`config.mk`:
```
export PLATFORM = sky130hd
export DESIGN_NAME = next_permutation_step_top
export DESIGN_NICKNAME = d
export VERILOG_FILES = /design/src/rtl/nps_pkg.sv /design/src/rtl/nps_lane.sv /design/src/rtl/nps_merge.sv /design/src/rtl/next_permutation_step_top.sv
export SDC_FILE = /design/constraint.sdc
export NUM_CORES = 1
export LEC_CHECK = 0
export BUFFER_PORTS_ARGS = -buffer_cell sky130_fd_sc_hd__buf_4
export CAP_MARGIN = 10
export CORE_AREA = 4 4 119 109
export DETAILED_ROUTE_END_ITERATION = 16
export DIE_AREA = 0 0 123 113
export GPL_ROUTABILITY_DRIVEN = 0
export HOLD_SLACK_MARGIN = 0.08
export PLACE_DENSITY_LB_ADDON = 0.12
export SLEW_MARGIN = 25
export SYNTH_ARGS = -nofsm -noshare
export SYNTH_HDL_FRONTEND = slang
export SYNTH_SLANG_ARGS = --single-unit
```
`constraint.sdc`:
```
create_clock -name clk -period 6.9 [get_ports clk]
set_input_delay 0.345 -clock clk [delete_from_list [all_inputs] [get_ports clk]]
set_output_delay 0.345 -clock clk [all_outputs]
set_load 0.05 [all_outputs]
```
`src/rtl/nps_pkg.sv`:
```
// Shared constants and types for the next-permutation step block.
`timescale 1ns / 1ps
package nps_pkg;

	localparam int NUM_ELEMS  = 8;
	localparam int ELEM_WIDTH = 4;
	localparam int IDX_W      = $clog2(NUM_ELEMS);
	localparam int LEN_W      = 4;
	// Wide enough for an index sum such as lo + len
	localparam int SUM_W      = LEN_W + 1;

	typedef logic [ELEM_WIDTH-1:0] elem_t;
	typedef logic [LEN_W-1:0]      len_t;
	typedef logic [IDX_W-1:0]      idx_t;
	typedef logic [SUM_W-1:0]      sum_t;
	typedef logic [NUM_ELEMS-1:0]  hit_vec_t;

	// Result of a merge over the lane hits
	typedef struct packed {
		logic any;
		idx_t idx;
	} pick_t;

endpackage

```
`src/rtl/nps_lane.sv`:
```
// One compare lane: strict unsigned less-than, gated by an enable.
`timescale 1ns / 1ps
module nps_lane (
	input  nps_pkg::elem_t a,
	input  nps_pkg::elem_t b,
	input  logic           en,
	output logic           hit
);

	// Flag a < b only where the lane takes part
	assign hit = en && (a < b);

endmodule

```
`src/rtl/nps_merge.sv`:
```
// Merge stage: picks the highest lane that reports a hit.
`timescale 1ns / 1ps
module nps_merge (
	input  nps_pkg::hit_vec_t hits,
	output nps_pkg::pick_t    pick
);

	// Scan upward so the rightmost hit wins
	always_comb begin
		pick.any = 1'b0;
		pick.idx = '0;
		for (int k = 0; k < nps_pkg::NUM_ELEMS; k++) begin
			if (hits[k]) begin
				pick.any = 1'b1;
				pick.idx = nps_pkg::idx_t'(k);
			end
		end
	end

endmodule

```
`src/rtl/next_permutation_step_top.sv`:
```
// Top level: next lexicographic permutation of a multiset, three-stage pipeline.
// Stages: ascent lanes, pivot merge and greater lanes, output mux. An accepted request
//   moves through the stage 1, stage 2 and output registers; done rises with the result.
// Throughput: one request per cycle; busy stays low, results cannot be stalled.
// Reset: arst_n clears the stage valids and done at once; payload is not reset.
`timescale 1ns / 1ps
module next_permutation_step_top (
	input  logic                 clk,
	input  logic                 arst_n,
	input  logic                 start,
	output logic                 busy,
	input  nps_pkg::elem_t       elem_0,
	input  nps_pkg::elem_t       elem_1,
	input  nps_pkg::elem_t       elem_2,
	input  nps_pkg::elem_t       elem_3,
	input  nps_pkg::elem_t       elem_4,
	input  nps_pkg::elem_t       elem_5,
	input  nps_pkg::elem_t       elem_6,
	input  nps_pkg::elem_t       elem_7,
	input  nps_pkg::len_t        used_length,
	output logic                 done,
	output nps_pkg::elem_t       out_0,
	output nps_pkg::elem_t       out_1,
	output nps_pkg::elem_t       out_2,
	output nps_pkg::elem_t       out_3,
	output nps_pkg::elem_t       out_4,
	output nps_pkg::elem_t       out_5,
	output nps_pkg::elem_t       out_6,
	output nps_pkg::elem_t       out_7,
	output logic                 has_next
);

	localparam int N = nps_pkg::NUM_ELEMS;

	nps_pkg::elem_t    elems_in [N];
	nps_pkg::len_t     len_in;
	nps_pkg::hit_vec_t asc_in;

	nps_pkg::elem_t    elems_s1 [N];
	nps_pkg::len_t     len_s1;
	nps_pkg::hit_vec_t asc_s1;
	logic              vld_s1;

	nps_pkg::pick_t    piv;
	nps_pkg::elem_t    piv_val;
	nps_pkg::hit_vec_t gt_hits;

	nps_pkg::elem_t    elems_s2 [N];
	nps_pkg::len_t     len_s2;
	nps_pkg::pick_t    piv_s2;
	nps_pkg::hit_vec_t gt_s2;
	logic              vld_s2;

	nps_pkg::pick_t    swp;
	nps_pkg::sum_t     lo;
	nps_pkg::elem_t    res [N];

	nps_pkg::elem_t    out_q [N];
	logic              has_next_q;
	logic              done_q;

	// Every cycle is open for a new request
	assign busy = 1'b0;

	assign elems_in[0] = elem_0;
	assign elems_in[1] = elem_1;
	assign elems_in[2] = elem_2;
	assign elems_in[3] = elem_3;
	assign elems_in[4] = elem_4;
	assign elems_in[5] = elem_5;
	assign elems_in[6] = elem_6;
	assign elems_in[7] = elem_7;

	// Saturate the length to the array size
	assign len_in = (used_length > nps_pkg::len_t'(N)) ? nps_pkg::len_t'(N) : used_length;

	// Ascent lanes: position k rises into k+1 within the used part
	assign asc_in[N-1] = 1'b0;
	for (genvar k = 0; k < N - 1; k++) begin : g_asc
		nps_lane u_lane (
			.a   (elems_in[k]),
			.b   (elems_in[k+1]),
			.en  (nps_pkg::sum_t'(k + 2) <= nps_pkg::sum_t'(len_in)),
			.hit (asc_in[k])
		);
	end

	always_ff @(posedge clk or negedge arst_n) begin
		if (!arst_n) begin
			vld_s1 <= 1'b0;
		end else begin
			vld_s1 <= start && !busy;
		end
	end

	always_ff @(posedge clk) begin
		elems_s1 <= elems_in;
		len_s1   <= len_in;
		asc_s1   <= asc_in;
	end

	// Merge the ascents into the pivot
	nps_merge u_piv (
		.hits (asc_s1),
		.pick (piv)
	);

	assign piv_val = elems_s1[piv.idx];

	// Greater lanes: later used elements above the pivot value
	for (genvar k = 0; k < N; k++) begin : g_gt
		nps_lane u_lane (
			.a   (piv_val),
			.b   (elems_s1[k]),
			.en  (piv.any && (nps_pkg::idx_t'(k) > piv.idx) &&
			      (nps_pkg::len_t'(k) < len_s1)),
			.hit (gt_hits[k])
		);
	end

	always_ff @(posedge clk or negedge arst_n) begin
		if (!arst_n) begin
			vld_s2 <= 1'b0;
		end else begin
			vld_s2 <= vld_s1;
		end
	end

	always_ff @(posedge clk) begin
		elems_s2 <= elems_s1;
		len_s2   <= len_s1;
		piv_s2   <= piv;
		gt_s2    <= gt_hits;
	end

	// Merge the greater lanes into the swap partner
	nps_merge u_swp (
		.hits (gt_s2),
		.pick (swp)
	);

	// Reverse from just past the pivot, or from the start when there is none
	assign lo = piv_s2.any ? (nps_pkg::sum_t'(piv_s2.idx) + nps_pkg::sum_t'(1)) : '0;

	// Route each output position to its source element
	always_comb begin
		nps_pkg::sum_t src;
		for (int k = 0; k < N; k++) begin
			src = lo + nps_pkg::sum_t'(len_s2) - nps_pkg::sum_t'(1) - nps_pkg::sum_t'(k);
			res[k] = elems_s2[k];
			if (piv_s2.any && (nps_pkg::idx_t'(k) == piv_s2.idx)) begin
				res[k] = elems_s2[swp.idx];
			end else if ((nps_pkg::sum_t'(k) >= lo) &&
			             (nps_pkg::sum_t'(k) < nps_pkg::sum_t'(len_s2))) begin
				if (piv_s2.any && (src[nps_pkg::IDX_W-1:0] == swp.idx)) begin
					res[k] = elems_s2[piv_s2.idx];
				end else begin
					res[k] = elems_s2[src[nps_pkg::IDX_W-1:0]];
				end
			end
		end
	end

	always_ff @(posedge clk or negedge arst_n) begin
		if (!arst_n) begin
			done_q <= 1'b0;
		end else begin
			done_q <= vld_s2;
		end
	end

	always_ff @(posedge clk) begin
		out_q      <= res;
		has_next_q <= piv_s2.any;
	end

	assign done     = done_q;
	assign has_next = has_next_q;
	assign out_0    = out_q[0];
	assign out_1    = out_q[1];
	assign out_2    = out_q[2];
	assign out_3    = out_q[3];
	assign out_4    = out_q[4];
	assign out_5    = out_q[5];
	assign out_6    = out_q[6];
	assign out_7    = out_q[7];

endmodule

```
==> results.txt, run 1 <==
cts bufs inserted - 17
number of I/O pins - 74
Mapped Area - 0.00750 sq mm
dpl ws - 2.11 ns
CP Launch Type - flop
Synth area leaders - dfxtp_1 (33%), ha_1 (8.7%), mux2i_1 (7.7%), mux4_2 (7.5%), a21oi_1 (3.3%)
Cell variety after synth - 73
highest clock rate - 206 MHz
Final #Nets - 973
Final Skew - 0.0103 ns
Power, Total - 0.00434 W
die width - 123 um
Yosys warning total - 0
GRT Util Overall - 34.0%
kind of critical path - flop to flop
max_cap viols - 0
area occupied by multi-input gates - 0.00460 sq mm
storage element area - 0.00254 sq mm
root buf cell - clkbuf_16
area leader, netlist - dfxtp_1
number of synthesized flops with an enable pin - 0
Max FO, Critical Path - 21
final setup TNS - 0 ns
synthesized flop and latch total - 126
Post-synth top flop - dfxtp_1
grt ovf - 0
initial antenna violation count - 0
Worst-Skew Late Latency - 0.42 ns
setup ws final - 2.03 ns
IO buf count - 72
H-tree depth - 4
Fill cells - 771
HPWL after DPL - 16100 um
Worst path slowest cell - dfxtp_1
RSZ-0062 raised after global routing - no
CTS tree - yes
clock-pin slew on the worst setup and hold paths - 0.05 ns
post-CTS setup buffers - 0
# DRC - 0
clock sink total - 126
synthesized area per cell - 9.56 sq um
required time of the critical path - 7.17 ns
DR vias/cell - 6.41
Die ar. - 0.0139 sq mm
min-delay worst type - input pin to flop
Die H - 113 um
antenna cells - 0
via count - 6758
first-pass GRT wire length - 35800 um
peak supply drop - 207 uV
DR iter-0 viols - 669
Clock Tree Buf Depth - 2
Cell Chain, Critical Path - inv_1 -> ha_1 -> nand2_1 -> ha_1 -> inv_1 -> ha_1 -> ha_1 -> xor3_1 -> xnor3_1 -> xor2_1 -> or4_1 -> mux2i_1 -> a22oi_1 -> o21ai_1
Power Density - 477 mW/mm^2
met2 usage - 53.8%
Synth top area share - 32.8%
met3 GRT Util - 9.70%
CP bufs+invs - 2
share of cells above drive strength 1 - 18.9%
Crit path max-delay family - adder cells
largest net degree at the start of global routing - 38
Final setup viols - 0
Hold Vio Cnt, Final - 0
placed inst area - 0.00812 sq mm
Final period util - 70.5%
syn nets - 876
Slew @ Worst Pin - 1.06 ns
Crit. End Element - flop
site row count - 38
sequential element share of the synthesized area - 33.8%
WL per Instance - 21.6 um
area grow syn2layout - 21.2%
FFs w/ async S/R, synth - 2.38%
M1 GR Usage - 41.6%
max_slew headroom - 27.6%
Starting Density - 63.4%
Pins Over Slew Limit - 0
TritonRoute pass-1 iters - 5
crit path DAT - 5.14 ns
vias in the first global route - 6680
Hold Slack - 0.0992 ns
status - finished clean
Core ar. - 0.0118 sq mm
antenna-violating nets left - 0
Post-Syn Instances - 785
WL final - 22800 um
Lkg Pwr - 4.16 nW
design area - 0.00909 sq mm
most used routing layer - met2
Final min period - 4.87 ns
slowest stage delay, CP - 0.77 ns
Most Frequent Cell on Critical Path - ha_1
-- cell families after synthesis --
kind of cell | share of synthesized area [%]
AND/OR/NAND/NOR | 12.6
multiplexers | 18.1
other | 0.0500
XOR/XNOR | 3.25
buffers and inverters | 5.07
flip-flops | 33.8
adder cells (fa/ha/maj) | 8.67
AO/OA/AOI/OAI | 18.4
-- through the flow --
step / utilization, % / std cells
finish: 76.8 / 1055
global route: 76.8 / 1055
CTS: 76.8 / 1055
detailed placement: 68.6 / 989
global placement: 68.5 / 989
floorplan: - / 785
-- worst register-to-register path: cells and delay by family, from the launching register on --
family | cells | cell delay (ns)
AOI/OAI and AO/OA | 2 | 0.31
xor gates and xnor gates | 3 | 0.92
adders and majority gates | 4 | 1.57
buffers and inverters | 2 | 0.27
DFF | 1 | 0.77
muxes | 1 | 0.19
and+or+nand+nor | 2 | 0.70
-- state kept, by name, indices dropped and copies added, names as in the netlist, 7 cells and up --
name and cells:
elems_s2 32, asc_s1 7, elems_s1 32, gt_s2 7
-- what timing repair did --
action | 4_1_cts | 5_1_grt
hold endpoints to repair | 36 | 0
hold buffers | 34 | 0
gates resized for setup | 0 | 0
-- placed cells by master (no fill, tap or decap), types with 24 or more instances in the layout --
master,n
nand2_1,60
o21ai_0,29
nor2_1,24
inv_1,60
nand3_1,32
ha_1,52
buf_4,75
dlygate4sd3_1,34
mux4_2,25
dfxtp_1,123
a21oi_1,50
mux2i_1,55
-- final cells by class --
class | instances | share of cell area, %
timing repair buffer | 109 | 9.93
sequential | 126 | 27.9
tap | 160 | 2.20
inverter | 61 | 2.52
clock inverter | 7 | 1.36
multi-input combinational | 567 | 50.5
clock buffer | 25 | 5.56
-- path summary, 6_finish.rpt --
check / from / end / slack, ns / cells past startpoint
max in group asynchronous: arst_n / done / 6.55 / 2
min: used_length[3] / len_s1[3] / 0.1 / 1
min in group asynchronous: arst_n / vld_s2 / 0.26 / 2
min reg2reg: vld_s2 / done / 0.35 / 0
max reg2reg: piv_s2[0] / out_7[0] / 2.03 / 14
max: piv_s2[0] / out_7[0] / 2.03 / 14
-- cell usage after synthesis, types with 8 or more instances --
cell	instances
a21o_1	22
a21oi_1	50
a22oi_1	19
buf_2	10
clkbuf_1	13
dfxtp_1	123
ha_1	52
inv_1	60
mux2_2	15
mux2i_1	58
mux4_2	25
nand2_1	60
nand2b_1	16
nand3_1	32
nor2_1	24
nor2b_1	8
nor3_1	10
o211ai_1	15
o21ai_0	29
o21ai_1	16
-- power breakdown --
part	internal, W	switching [W]	total (W)
combinational	0.000975	0.00148	0.00245
clock	0.000619	0.000318	0.000937
sequential	0.000852	0.0000966	0.000949
total	0.00245	0.00189	0.00434
-- layer usage --
| layer | share of wire [%] | routed length (um) |
|---|---|---|
| met5 | 0 | 0 |
| met4 | 5.7 | 1290 |
| met3 | 12 | 2670 |
| met2 | 46 | 10500 |
| met1 | 37 | 8320 |
(Power assumes the default switching activity.)
==> run 2, diff against run 1 <==
--- a/config.mk
+++ b/config.mk
@@ -5,11 +5,12 @@
 export SDC_FILE = /design/constraint.sdc
 export NUM_CORES = 1
 export LEC_CHECK = 0
+export ABC_AREA = 1
 export BUFFER_PORTS_ARGS = -buffer_cell sky130_fd_sc_hd__buf_4
 export CAP_MARGIN = 10
-export CORE_AREA = 4 4 119 109
+export CORE_AREA = 4 4 132 121
 export DETAILED_ROUTE_END_ITERATION = 16
-export DIE_AREA = 0 0 123 113
+export DIE_AREA = 0 0 136 125
 export GPL_ROUTABILITY_DRIVEN = 0
 export HOLD_SLACK_MARGIN = 0.08
 export PLACE_DENSITY_LB_ADDON = 0.12
==> constraint.sdc (replaced) <==
create_clock -name clk -period 4.2 [get_ports clk]
set_input_delay 0.21 -clock clk [delete_from_list [all_inputs] [get_ports clk]]
set_output_delay 0.21 -clock clk [all_outputs]
set_load 0.05 [all_outputs]
==> run 2 against run 1 <==
Combinational power grew 66%; register-to-register slack got worse by 1.2 ns; clock skew increased by 0.0029 ns; clock power rose by 53%.
==> results.txt, run 2 <==
TritonRoute pass-1 iters - 6 (was 5)
Synth top area share - 31.7% (was 32.8%)
final setup TNS - 0 ns (unchanged)
Fill cells - 1338 (was 771)
initial antenna violation count - 0 (unchanged)
RSZ-0062 raised after global routing - no (unchanged)
DR iter-0 viols - 857 (was 669)
WL final - 24400 um (was 22800 um)
kind of critical path - flop to flop (unchanged)
Synth area leaders - dfxtp_1 (32%), nand2_1 (15%), inv_1 (8.7%), ha_1 (8.4%), o21ai_0 (7.1%) (was dfxtp_1 (33%), ha_1 (8.7%), mux2i_1 (7.7%), mux4_2 (7.5%), a21oi_1 (3.3%))
HPWL after DPL - 18300 um (was 16100 um)
DR vias/cell - 5.38 (was 6.41)
largest net degree at the start of global routing - 61 (was 38)
Worst-Skew Late Latency - 0.43 ns (was 0.42 ns)
Final #Nets - 1372 (was 973)
Worst path slowest cell - ha_1 (was dfxtp_1)
Hold Slack - 0.103 ns (was 0.0992 ns)
H-tree depth - 4 (unchanged)
area leader, netlist - dfxtp_1 (unchanged)
WL per Instance - 16.4 um (was 21.6 um)
slowest stage delay, CP - 0.41 ns (was 0.77 ns)
required time of the critical path - 4.55 ns (was 7.17 ns)
Core Util, Final - 64.4% (was 76.8%)
synthesized flop and latch total - 126 (unchanged)
number of synthesized flops with an enable pin - 0 (unchanged)
max_cap viols - 0 (unchanged)
syn nets - 1267 (was 876)
commonest non-fill, non-tap cells in the layout - nand2_1 (317), inv_1 (180), dfxtp_1 (123) (was dfxtp_1 (123), buf_4 (75), nand2_1 (60), inv_1 (60), mux2i_1 (55))
cts bufs inserted - 17 (unchanged)
Post-Syn Instances - 1176 (was 785)
status - finished clean (unchanged)
Hold Vio Cnt, Final - 0 (unchanged)
share of cells above drive strength 1 - 11.7% (was 18.9%)
site row count - 42 (was 38)
highest clock rate - 299 MHz (was 206 MHz)
antenna cells - 0 (unchanged)
Die H - 125 um (was 113 um)
via count - 8028 (was 6758)
Most Frequent Cell on Critical Path - ha_1 (unchanged)
number of I/O pins - 74 (unchanged)
Final setup viols - 0 (unchanged)
Power, Total - 0.00701 W (was 0.00434 W)
Die ar. - 0.0170 sq mm (was 0.0139 sq mm)
CTS tree - yes (unchanged)
Mapped Area - 0.00776 sq mm (was 0.00750 sq mm)
first-pass GRT wire length - 38700 um (was 35800 um)
Cell Chain, Critical Path - inv_1 -> buf_4 -> ha_1 -> nand2_1 -> ha_1 -> inv_1 -> ha_1 -> ha_1 -> inv_1 -> xor2_1 -> or2_2 -> nor2_4 -> nand2_2 -> nand2_1 -> nand3_1 -> a21oi_1 (was inv_1 -> ha_1 -> nand2_1 -> ha_1 -> inv_1 -> ha_1 -> ha_1 -> xor3_1 -> xnor3_1 -> xor2_1 -> or4_1 -> mux2i_1 -> a22oi_1 -> o21ai_1)
Yosys warning total - 0 (unchanged)
largest registers - elems_s1 x32, elems_s2 x32 (unchanged)
CP bufs+invs - 4 (was 2)
most common cell after layout, fill and taps aside - nand2_1 (was dfxtp_1)
# DRC - 0 (unchanged)
Crit path max-delay family - adder cells (unchanged)
clock sink total - 126 (unchanged)
Post-synth top cells - nand2_1 (317), inv_1 (180), dfxtp_1 (123) (was dfxtp_1 (123), inv_1 (60), nand2_1 (60))
grt ovf - 0 (unchanged)
CP Launch Type - flop (unchanged)
area grow syn2layout - 20.9% (was 21.2%)
Clock Tree Buf Depth - 2 (unchanged)
Max FO, Critical Path - 15 (was 21)
FFs w/ async S/R, synth - 2.38% (unchanged)
clock-pin slew on the worst setup and hold paths - 0.06 ns (was 0.05 ns)
Cell variety after synth - 42 (was 73)
die width - 136 um (was 123 um)
Post-synth top flop - dfxtp_1 (unchanged)
peak supply drop - 404 uV (was 207 uV)
crit path DAT - 3.70 ns (was 5.14 ns)
Lkg Pwr - 4.79 nW (was 4.16 nW)
GRT Util Overall - 29.4% (was 34.0%)
antenna-violating nets left - 0 (unchanged)
synthesized area per cell - 6.60 sq um (was 9.56 sq um)
top-count cell post-synth - nand2_1 (was dfxtp_1)
min-delay worst type - input pin to async pin (was input pin to flop)
IO buf count - 72 (unchanged)
Core ar. - 0.0146 sq mm (was 0.0118 sq mm)
post-CTS setup buffers - 0 (unchanged)
Slew @ Worst Pin - 1.19 ns (was 1.06 ns)
Crit. End Element - flop (unchanged)
vias in the first global route - 7320 (was 6680)
Final Skew - 0.0132 ns (was 0.0103 ns)
Starting Density - 53.3% (was 63.4%)
Power Density - 747 mW/mm^2 (was 477 mW/mm^2)
Final period util - 79.7% (was 70.5%)
root buf cell - clkbuf_16 (unchanged)
max_slew headroom - 20.3% (was 27.6%)
Final min period - 3.35 ns (was 4.87 ns)
Pins Over Slew Limit - 0 (unchanged)
sequential element share of the synthesized area - 32.7% (was 33.8%)
run 2: worst paths after layout:
| kind | startpoint | end | cells past startpoint | slack, ns |
|---|---|---|---|---|
| setup / recovery | piv_s2[0] | out_5[1] | 16 | 0.85 |
| hold / removal | arst_n | done | 2 | 0.10 |
| setup reg to reg | piv_s2[0] | out_5[1] | 16 | 0.85 |
| hold reg to reg | vld_s2 | done | 0 | 0.35 |
| max in group asynchronous | arst_n | vld_s1 | 2 | 4.01 |
| min in group clk | used_length[1] | asc_s1[3] | 4 | 0.12 |
run 2: cell families after synthesis:
| kind of cell | Yosys count | share of synthesized area (%) |
|---|---|---|
| muxes | 6 | 0.774 |
| AOI/OAI and AO/OA | 231 | 16.1 |
| and+or+nand+nor | 543 | 30.4 |
| adders and majority gates | 52 | 8.39 |
| other | 1 | 0.0483 |
| DFF | 126 | 32.7 |
| buffers and inverters | 213 | 11.0 |
| xor gates and xnor gates | 4 | 0.548 |
run 2: metrics by stage:
stage | std cells | cell area (sq um) | setup slack [ns]
finish | 1492 | 9380 | 0.853
floorplan | 1176 | 7760 | 1.01
CTS | 1492 | 9380 | 0.890
global placement | 1423 | 8440 | 0.977
detailed placement | 1423 | 8440 | 0.887
global route | 1492 | 9380 | 0.580
run 2: repair_timing:
action | in CTS | in global routing
gates resized for setup | 0 | 0
hold buffers | 37 | 0
endpoints found under the hold margin | 41 | 0
run 2: power breakdown:
part / switching [W] / leakage (nW) / internal [W] / total [W]
Combinational: 0.00287 / 3.44 / 0.00120 / 0.00407
Clock: 0.000584 / 0.278 / 0.000842 / 0.00143
Sequential: 0.000107 / 1.07 / 0.00141 / 0.00151
Total: 0.00356 / 4.79 / 0.00345 / 0.00701
run 2: metal layers:
metal | track usage, % | wire, um | vias to the layer above
met5 | 0 | 0 | -
met4 | 14.9 | 1160 | 0
met3 | 6.35 | 2550 | 87
met2 | 46.8 | 11100 | 456
met1 | 37.6 | 9610 | 3465
li1 | - | - | 4020
run 2: cell type report:
class / count / area, sq um / area share [%]
multi-input cells: 837 / 4370 / 46.6
flip-flops and latches: 126 / 2540 / 27.1
repair buffers: 116 / 963 / 10.3
inverters: 183 / 689 / 7.35
clock buffers: 19 / 443 / 4.72
well taps: 198 / 248 / 2.64
clock inverters: 13 / 130 / 1.39
==> run 3, diff against run 2 <==
==> constraint.sdc (replaced) <==
create_clock -name clk -period 2.86 [get_ports clk]
set_input_delay 0.143 -clock clk [delete_from_list [all_inputs] [get_ports clk]]
set_output_delay 0.143 -clock clk [all_outputs]
set_load 0.05 [all_outputs]
==> run 3 against run 2 <==
Core utilization increased by 2.4 points; clock-buffer cell count rose by 2; highest routed layer unchanged; first-iteration DRC count is 25% higher; final cell count increased by 2.0%; combinational power grew 60%; clock skew grew 0.0021 ns; sequential power rose by 46%; clock power grew 49%; fmax up 23%; worst hold slack improved by 0.25 ns.
==> results.txt, run 3 (same netlist as run 2, synthesis figures left out) <==
kind of critical path - flop to flop (unchanged)
setup ws final - 0.129 ns (was 0.853 ns)
Crit. End Element - flop (unchanged)
highest clock rate - 366 MHz (was 299 MHz)
GRT Util Overall - 29.8% (was 29.4%)
number of I/O pins - 74 (unchanged)
FF-to-FF End - out_5[0] (was out_5[1])
Max FO, Critical Path - 6 (was 15)
Final Skew - 0.0153 ns (was 0.0132 ns)
first-pass GRT wire length - 39600 um (was 38700 um)
site row count - 42 (unchanged)
Die ar. - 0.0170 sq mm (unchanged)
Fill cells - 1333 (was 1338)
status - finished clean (unchanged)
via count - 8256 (was 8028)
Starting Density - 53.3% (unchanged)
peak supply drop - 569 uV (was 404 uV)
share of cells above drive strength 1 - 14.4% (was 11.7%)
largest net degree at the start of global routing - 61 (unchanged)
Pins Over Slew Limit - 0 (unchanged)
hold_sp - vld_s2
Hold Crit Depth - 0
Final setup viols - 0 (unchanged)
Core ar. - 0.0146 sq mm (unchanged)
WL final - 25300 um (was 24400 um)
Slew @ Worst Pin - 0.827 ns (was 1.19 ns)
required time of the critical path - 3.21 ns (was 4.55 ns)
cts bufs inserted - 17 (unchanged)
antenna cells - 0 (unchanged)
die width - 136 um (unchanged)
commonest non-fill, non-tap cells in the layout - nand2_1 (316), inv_1 (177), dfxtp_1 (122) (was nand2_1 (317), inv_1 (180), dfxtp_1 (123))
# DRC - 0 (unchanged)
most common cell after layout, fill and taps aside - nand2_1 (unchanged)
DR iter-0 viols - 1074 (was 857)
area grow syn2layout - 25.5% (was 20.9%)
RSZ-0062 raised after global routing - yes (was no)
Die H - 125 um (unchanged)
Final min period - 2.73 ns (was 3.35 ns)
Register-to-Register Path Depth - 15 (was 16)
CP Launch Type - flop (unchanged)
Reg-to-Reg Start - piv_s2[1] (was piv_s2[0])
TritonRoute pass-1 iters - 6 (unchanged)
r2r setup slk - 0.13 ns (was 0.85 ns)
Final #Nets - 1402 (was 1372)
HPWL after DPL - 19100 um (was 18300 um)
grt ovf - 0 (unchanged)
max_cap viols - 0 (unchanged)
Final period util - 95.5% (was 79.7%)
min-delay worst type - flop to flop (was input pin to async pin)
hold endpoint - done
initial antenna violation count - 0 (unchanged)
largest registers - elems_s1 x32, elems_s2 x32 (unchanged)
dpl ws - 0.0361 ns (was 0.887 ns)
H-tree depth - 4 (unchanged)
CTS tree - yes (unchanged)
max_slew headroom - 44.9% (was 20.3%)
Clock Tree Buf Depth - 2 (unchanged)
clock-pin slew on the worst setup and hold paths - 0.06 ns (about the same)
Lkg Pwr - 4.95 nW (was 4.79 nW)
root buf cell - clkbuf_16 (unchanged)
Hold Vio Cnt, Final - 0 (unchanged)
DR vias/cell - 5.42 (was 5.38)
clock sink total - 126 (unchanged)
final setup TNS - 0 ns (unchanged)
crit path DAT - 3.08 ns (was 3.70 ns)
IO buf count - 72 (unchanged)
Power Density - 1120 mW/mm^2 (was 747 mW/mm^2)
WL per Instance - 16.6 um (was 16.4 um)
antenna-violating nets left - 0 (unchanged)
vias in the first global route - 7576 (was 7320)
Worst-Skew Late Latency - 0.43 ns (about the same)
==> run 3: area by class of cell <==
class	instances	area (sq um)	share of cell area, %
inverter	183	694	7.13
multi-input combinational	838	4450	45.7
clock inverter	11	129	1.32
tap	198	248	2.54
clock buffer	21	460	4.73
timing repair buffer	145	1210	12.4
sequential	126	2540	26.1
==> run 3: critical path, cell delays in order, from the launching register on <==
cell and delay, ns:
dfxtp_1 0.34, inv_1 0.08, ha_4 0.28, nand2_4 0.08, ha_4 0.29, inv_2 0.03, ha_4 0.22, ha_4 0.29
inv_4 0.04, xor2_2 0.17, or2_4 0.28, nor2_4 0.16, nand2_2 0.10, nand2_1 0.08, nand3_1 0.08, a21oi_1 0.14
==> run 3: per-stage QoR <==
stage	utilization [%]	area [sq um]	power, W	hold slack, ns	instances
after floorplan	-	7830	0.00675	-0.153	1176
after global placement	59.6	8680	0.00829	-0.0662	1444
after detailed placement	59.6	8680	0.00836	-0.0655	1444
after CTS	66.3	9660	0.0106	0.350	1515
after global routing	66.9	9730	0.0116	0.353	1522
final	66.9	9730	0.0109	0.350	1522
==> run 3: worst max path at each step <==
stage,startpoint,endpoint,slack [ns],depth (start not counted)
after floorplan,piv_s2[0],out_5[0],0.05,17
after global placement,piv_s2[1],out_5[0],0.14,15
after detailed placement,piv_s2[1],out_5[0],0.04,15
after CTS,piv_s2[1],out_5[0],0.02,15
after global routing,piv_s2[1],out_6[1],-0.01,16
final,piv_s2[1],out_5[0],0.13,15
==> run 3: power by group <==
group / internal (W) / switching, W
sequential: 0.00207 / 0.000148
combinational: 0.00210 / 0.00441
clock: 0.00134 / 0.000796
total: 0.00550 / 0.00535
==> run 3: timing repair <==
item                                    in CTS  in global routing
buffers inserted                             0                  6
hold endpoints to repair                    46                  0
gates resized for setup                      0                 17
hold buffers                                39                  0
endpoints found under the setup margin       0                 21
==> run 3: layer usage <==
metal,GRT usage (%),routed length [um]
met3,7.67,2380
met4,16.6,1460
met1,36.9,10100
met2,47.2,11400
met5,0,0
